`src/rtl/lsm_pkg.sv`:
```
// shared types, constants and state encoding for the sieve table core
`default_nettype none

package lsm_pkg;

    // field widths fixed by the interface
    localparam int IDX_W    = 13;
    localparam int MU_W     = 2;
    localparam int OM_W     = 3;
    localparam int TOTAL_W  = 11;
    localparam int PROD_W   = 2 * IDX_W;
    localparam int PADDR_W  = 3;
    localparam int PDATA_W  = 32;

    localparam int MAX_INDEX_DEF   = 4096;
    localparam int PRIME_SLOTS_DEF = 1024;

    localparam logic [IDX_W-1:0]   LIMIT_RST = 13'd4096;
    localparam logic [TOTAL_W-1:0] TOTAL_MAX = '1;

    // register index decoded from paddr[2]
    localparam logic REG_SIEVE_LIMIT = 1'b0;

    // command codes
    localparam logic CMD_BUILD = 1'b0;
    localparam logic CMD_QUERY = 1'b1;

    // moebius values
    localparam logic signed [MU_W-1:0] MU_ZERO = 2'sb00;
    localparam logic signed [MU_W-1:0] MU_POS  = 2'sb01;
    localparam logic signed [MU_W-1:0] MU_NEG  = 2'sb11;

    typedef struct packed {
        logic [IDX_W-1:0]          lf;
        logic signed [MU_W-1:0]    mu;
        logic [OM_W-1:0]           om;
    } entry_t;

    localparam int ENTRY_W = $bits(entry_t);

    typedef struct packed {
        logic [IDX_W-1:0] eff_limit;
        logic             wr;
    } cfg_t;

    typedef enum logic [3:0] {
        S_IDLE,
        S_QREAD,
        S_QRESP,
        S_CLEAR,
        S_IREAD,
        S_ITEST,
        S_KREAD,
        S_KMUL,
        S_KCHK,
        S_NEXT,
        S_BRESP
    } state_t;

endpackage

`default_nettype wire

```
`src/rtl/lsm_cfg.sv`:
```
// apb register file holding the sieve limit
`default_nettype none

module lsm_cfg
    import lsm_pkg::*;
#(
    parameter int MAX_INDEX = MAX_INDEX_DEF
) (
    input  wire logic               aclk,
    input  wire logic               aresetn,
    input  wire logic               psel,
    input  wire logic               penable,
    input  wire logic               pwrite,
    input  wire logic [PADDR_W-1:0] paddr,
    input  wire logic [PDATA_W-1:0] pwdata,
    output logic      [PDATA_W-1:0] prdata,
    output logic                    pready,
    output cfg_t                    cfg
);

    logic [IDX_W-1:0] limit_reg;
    logic             wr_hit;

    assign pready = 1'b1;
    assign wr_hit = psel && penable && pwrite && (paddr[2] == REG_SIEVE_LIMIT);

    always_ff @(posedge aclk) begin
        if (!aresetn) begin
            limit_reg <= LIMIT_RST;
        end else if (wr_hit) begin
            limit_reg <= pwdata[IDX_W-1:0];
        end
    end

    always_comb begin
        prdata = '0;
        if (paddr[2] == REG_SIEVE_LIMIT) begin
            prdata = PDATA_W'(limit_reg);
        end
    end

    // limit above the table size saturates
    assign cfg.eff_limit = (32'(limit_reg) > 32'(MAX_INDEX)) ? IDX_W'(MAX_INDEX) : limit_reg;
    assign cfg.wr        = wr_hit;

endmodule

`default_nettype wire

```
`config.mk`:
```
export PLATFORM = sky130hd
export DESIGN_NAME = lsm_cfg
export DESIGN_NICKNAME = d
export VERILOG_FILES = /design/src/rtl/lsm_pkg.sv /design/src/rtl/lsm_cfg.sv
export SDC_FILE = /design/constraint.sdc
export NUM_CORES = 1
export LEC_CHECK = 0
export ABC_AREA = 1
export BUFFER_PORTS_ARGS = -buffer_cell sky130_fd_sc_hd__buf_2
export CORE_MARGIN = 2
export CORE_UTILIZATION = 32
export DETAILED_ROUTE_END_ITERATION = 7
export GPL_TIMING_DRIVEN = 0
export PLACE_DENSITY = 0.73
export SYNTH_ARGS = -nofsm -noshare
export SYNTH_HDL_FRONTEND = slang
export SYNTH_SLANG_ARGS = --single-unit
```
`constraint.sdc`:
```
create_clock -name aclk -period 0.94 [get_ports aclk]
set_input_delay 0.094 -clock aclk [delete_from_list [all_inputs] [get_ports aclk]]
set_output_delay 0.094 -clock aclk [all_outputs]
set_load 0.05 [all_outputs]
```
### Word level (Yosys, flattened, before mapping)

Cells that the tools add are included.

* logic and storage cells: 8
* flip-flop bits (word level): 13
* output and inout bits: 47
* input bits: 40

* bitwise gates (word level): 1
* mux-type cells: 2
* $lt $le $gt $ge: 1
* reduce and logical (&&, ||, !) cells: 3

Operator list (count)
* 13-bit 2-to-1 mux: 2
* 13-bit greater-than comparator, second input constant: 1
* 1-bit logical AND: 3
* 1-bit NOT: 1

### Longest topological paths before layout

* depth in word-level cells: 3
* mapped depth: 6
* gate-level depth less buffers: 5

### Least setup slack after synthesis

No wires, ideal clock.

* path kind: reg2out
* start: register limit_reg[9]
* end: output cfg[1] (netlist bit)
* path buffers: 0
* setup slack: -549 ps
* required time: 846 ps
* arrival time: 1395 ps
* stages on the path, launching flop included: 6
* cell sequence: dfxtp_1 -> nor2_1 -> nand2_1 -> nor2_2 -> nand2_2 -> a21oi_1

RTL lines
* start, declared: line lsm_cfg.sv:21 `logic [IDX_W-1:0] limit_reg;`
* start signal, assigned: line lsm_cfg.sv:31 `limit_reg <= pwdata[IDX_W-1:0];`
* end, declared: line lsm_cfg.sv:18 `output cfg_t cfg`

==> impl_metrics.json <==
{
  "antenna_found_initial": 0,
  "max_cap_violations": 0,
  "largest_reg_flops": 13,
  "holdWs_ns": 0.05079,
  "critPathSlowestCell": "dfxtp_2",
  "start_util_pct": 33.36,
  "synth_top_area_cell": "dfxtp_1",
  "path_cells": "nor2_1, nand2_1, nor2_2, nand2_4, buf_12, a21oi_4, buf_6",
  "clock_skew_ns": 0,
  "end_kind": "primary output",
  "max_freq_mhz": 639.9,
  "place.gp.congestion": 0.7098,
  "cellPowerDensity_nw_per_um2": 1015,
  "synth_ff_type": "dfxtp_1",
  "netlist_area_sq_um": 912.1,
  "p_leak_uw": 0.0008432,
  "crit_type": "flop to primary output",
  "synth_top_cells_by_area": "dfxtp_1 29%, buf_4 17%, nor2_1 17%, a21oi_2 9.6%, o21ai_1 5.5%",
  "grt_pass1_vias": 857,
  "viasPerCell": 4.138,
  "grt_pass1_wl_um": 3774,
  "async_reset_ff_share_pct": 0,
  "cts_tree": "done",
  "wire_per_inst_um": 10.41,
  "ir_worst_vdd_uv": 793.6,
  "hold_path.class": "primary input to flop",
  "crit_fanout": 5,
  "combPwrFrac_pct": 50.5,
  "hpwlAfterDp_um": 1725,
  "dieArea_sq_um": 3294,
  "ys_seq_elements": 13,
  "root_buffer": "clkbuf_4",
  "finalPower_uw": 1872,
  "areaGrowthSynthToFinish_pct": 102.3,
  "sw_frac_of_total_pct": 41.54,
  "crit_arrival_ns": 1.47,
  "synthDistinctLibCells": 20,
  "num_vias": 1018,
  "synth_area_per_cell_sq_um": 6.807,
  "rows": 19,
  "hold_start": "pwdata[6]",
  "period_share_pct": 166.2,
  "p_int_uw": 1095,
  "yosys_warnings": 0,
  "synth-edff-count": 0,
  "tns_ns": -9.096,
  "max_stage_delay_ns": 0.33,
  "n_antenna_cell": 0,
  "critPathBufInv": 2,
  "setup_viol": 26,
  "io_buffers": 45,
  "post-route-util_pct": 67.51,
  "p_sw_uw": 777.9,
  "outcome": "finished with violations",
  "htreeDepth": 1,
  "worst_slack_ns": -0.6226,
  "clockBufferDepth": 2,
  "grt_usage_pct": 14.27,
  "cp-startpoint": "limit_reg[10]$_SDFFE_PN0P_",
  "ys_top_cells_by_count": "42 x nor2_1, 21 x buf_4, 13 x dfxtp_1",
  "pin_count": 87,
  "die_w_um": 57.39,
  "fp.dieH_um": 57.39,
  "drive_gt1_share_pct": 67.44,
  "cts_sinks": 13,
  "cts.reportedPaths.clkPinSlew_ns": 0.08,
  "postSynthCellCount": 134,
  "drtAntennaViolNets": 0,
  "violations": "negative setup slack",
  "drc_errors": 0,
  "synth.yosys.seq_area_share_pct": 28.53,
  "cts_buffers": 3,
  "dp_cells": 228,
  "power.share.sequential_pct": 31.4,
  "required_ns": 0.85,
  "stdcell_count": 246,
  "report.final.slew_viol_count": 0,
  "wl_um": 2561,
  "reg2reg_from": "limit_reg[2]$_SDFFE_PN0P_",
  "fin_nets": 256,
  "grt_start_max_net_pins": 11,
  "synthDominantCellAreaShare_pct": 28.53,
  "core_area_sq_um": 2734,
  "path_delay_family": "simple AND/OR/NAND/NOR gates",
  "rsz0062_at_grt": "yes",
  "fin_crit_ns": 1.563,
  "cts_hold_repair.buffers": 0,
  "startpoint_type": "flop",
  "drt_iter0_drc": 22,
  "grt_overflow": 0,
  "power.share.clock_pct": 18.1,
  "clock_latency_ns": 0.27,
  "drt-pass1-iter-count": 4,
  "timing.final.hold_violations": 0,
  "synthMostInstantiatedCell": "nor2_1"
}
==> cell usage in the layout (no fill, tap or decap) <==
cell / n
nor2_4: 12
nor2_1: 28
o211ai_1: 1
o21ai_0: 2
conb_1: 20
dfxtp_2: 12
nor2_2: 4
nand3_1: 1
inv_2: 8
inv_6: 3
nand4_2: 1
dfxtp_4: 1
buf_2: 18
clkbuf_1: 3
buf_12: 1
nand2_1: 5
buf_4: 30
clkbuf_4: 3
buf_16: 1
a21oi_4: 12
buf_8: 3
inv_4: 3
o21ai_1: 10
buf_6: 32
nand2_4: 1
==> worst paths after layout <==
kind | to | slack [ns] | cells after the start
min | limit_reg[6]$_SDFFE_PN0P_ | 0.05 | 3
max reg2reg | limit_reg[2]$_SDFFE_PN0P_ | 0.13 | 4
min reg2reg | limit_reg[8]$_SDFFE_PN0P_ | 0.49 | 2
max | cfg[3] | -0.62 | 7
==> final cells by class <==
type / instances / area, sq um
fill: 210 / 888.4
inverter: 14 / 75.07
buffer: 28 / 222.7
tap: 31 / 38.79
multi-input combinational: 97 / 650.6
timing repair buffer: 59 / 553.0
sequential: 13 / 279.0
clock buffer: 4 / 26.28
==> power groups by stage <==
| stage | Combinational (uW) | Sequential (uW) | Clock [uW] |
|---|---|---|---|
| detailed placement | 722 | 598 | 0 |
| finish | 946 | 588 | 338 |
| global route | 992 | 591 | 375 |
| global placement | 717 | 598 | 0 |
| floorplan | 621 | 594 | 0 |
| CTS | 901 | 586 | 335 |
==> worst reg2reg max path, stage by stage, from the launching register on <==
cell,delay (ns)
dfxtp_2,0.33
buf_6,0.12
buf_4,0.12
nor2_1,0.10
nor2_1,0.05
==> through the flow <==
| step | instance area [sq um] | setup WS [ns] |
|---|---|---|
| detailed placement | 1368 | -0.4335 |
| global route | 1846 | -0.6820 |
| floorplan | 1104 | -0.3139 |
| CTS | 1759 | -0.6085 |
| global placement | 1368 | -0.4293 |
| finish | 1846 | -0.6226 |
==> kinds of logic (layout without fill, tap and decap cells) <==
group	count (synthesis)	after routing	synth area share [%]
AOI/OAI and AO/OA	25	25	18.11
DFF	13	13	28.53
buffers and inverters	42	105	28.67
and+or+nand+nor	52	52	23.87
other	2	20	0.8234
==> metal layers <==
| metal | vias up | wire, um | GRT usage, % |
|---|---|---|---|
| li1 | 535 | - | - |
| met1 | 438 | 1036 | 17.54 |
| met2 | 39 | 1361 | 26.14 |
| met3 | 6 | 113 | 0.2268 |
| met4 | 0 | 50 | 5.648 |
| met5 | - | 0 | 0 |
==> repair_timing <==
item,4_1_cts,5_1_grt
buffers inserted,10,6
pin swaps,8,6
endpoints found under the setup margin,27,27
cloned,1,0
resized for setup,97,20
Note: power is estimated with default switching activity, not from simulation.
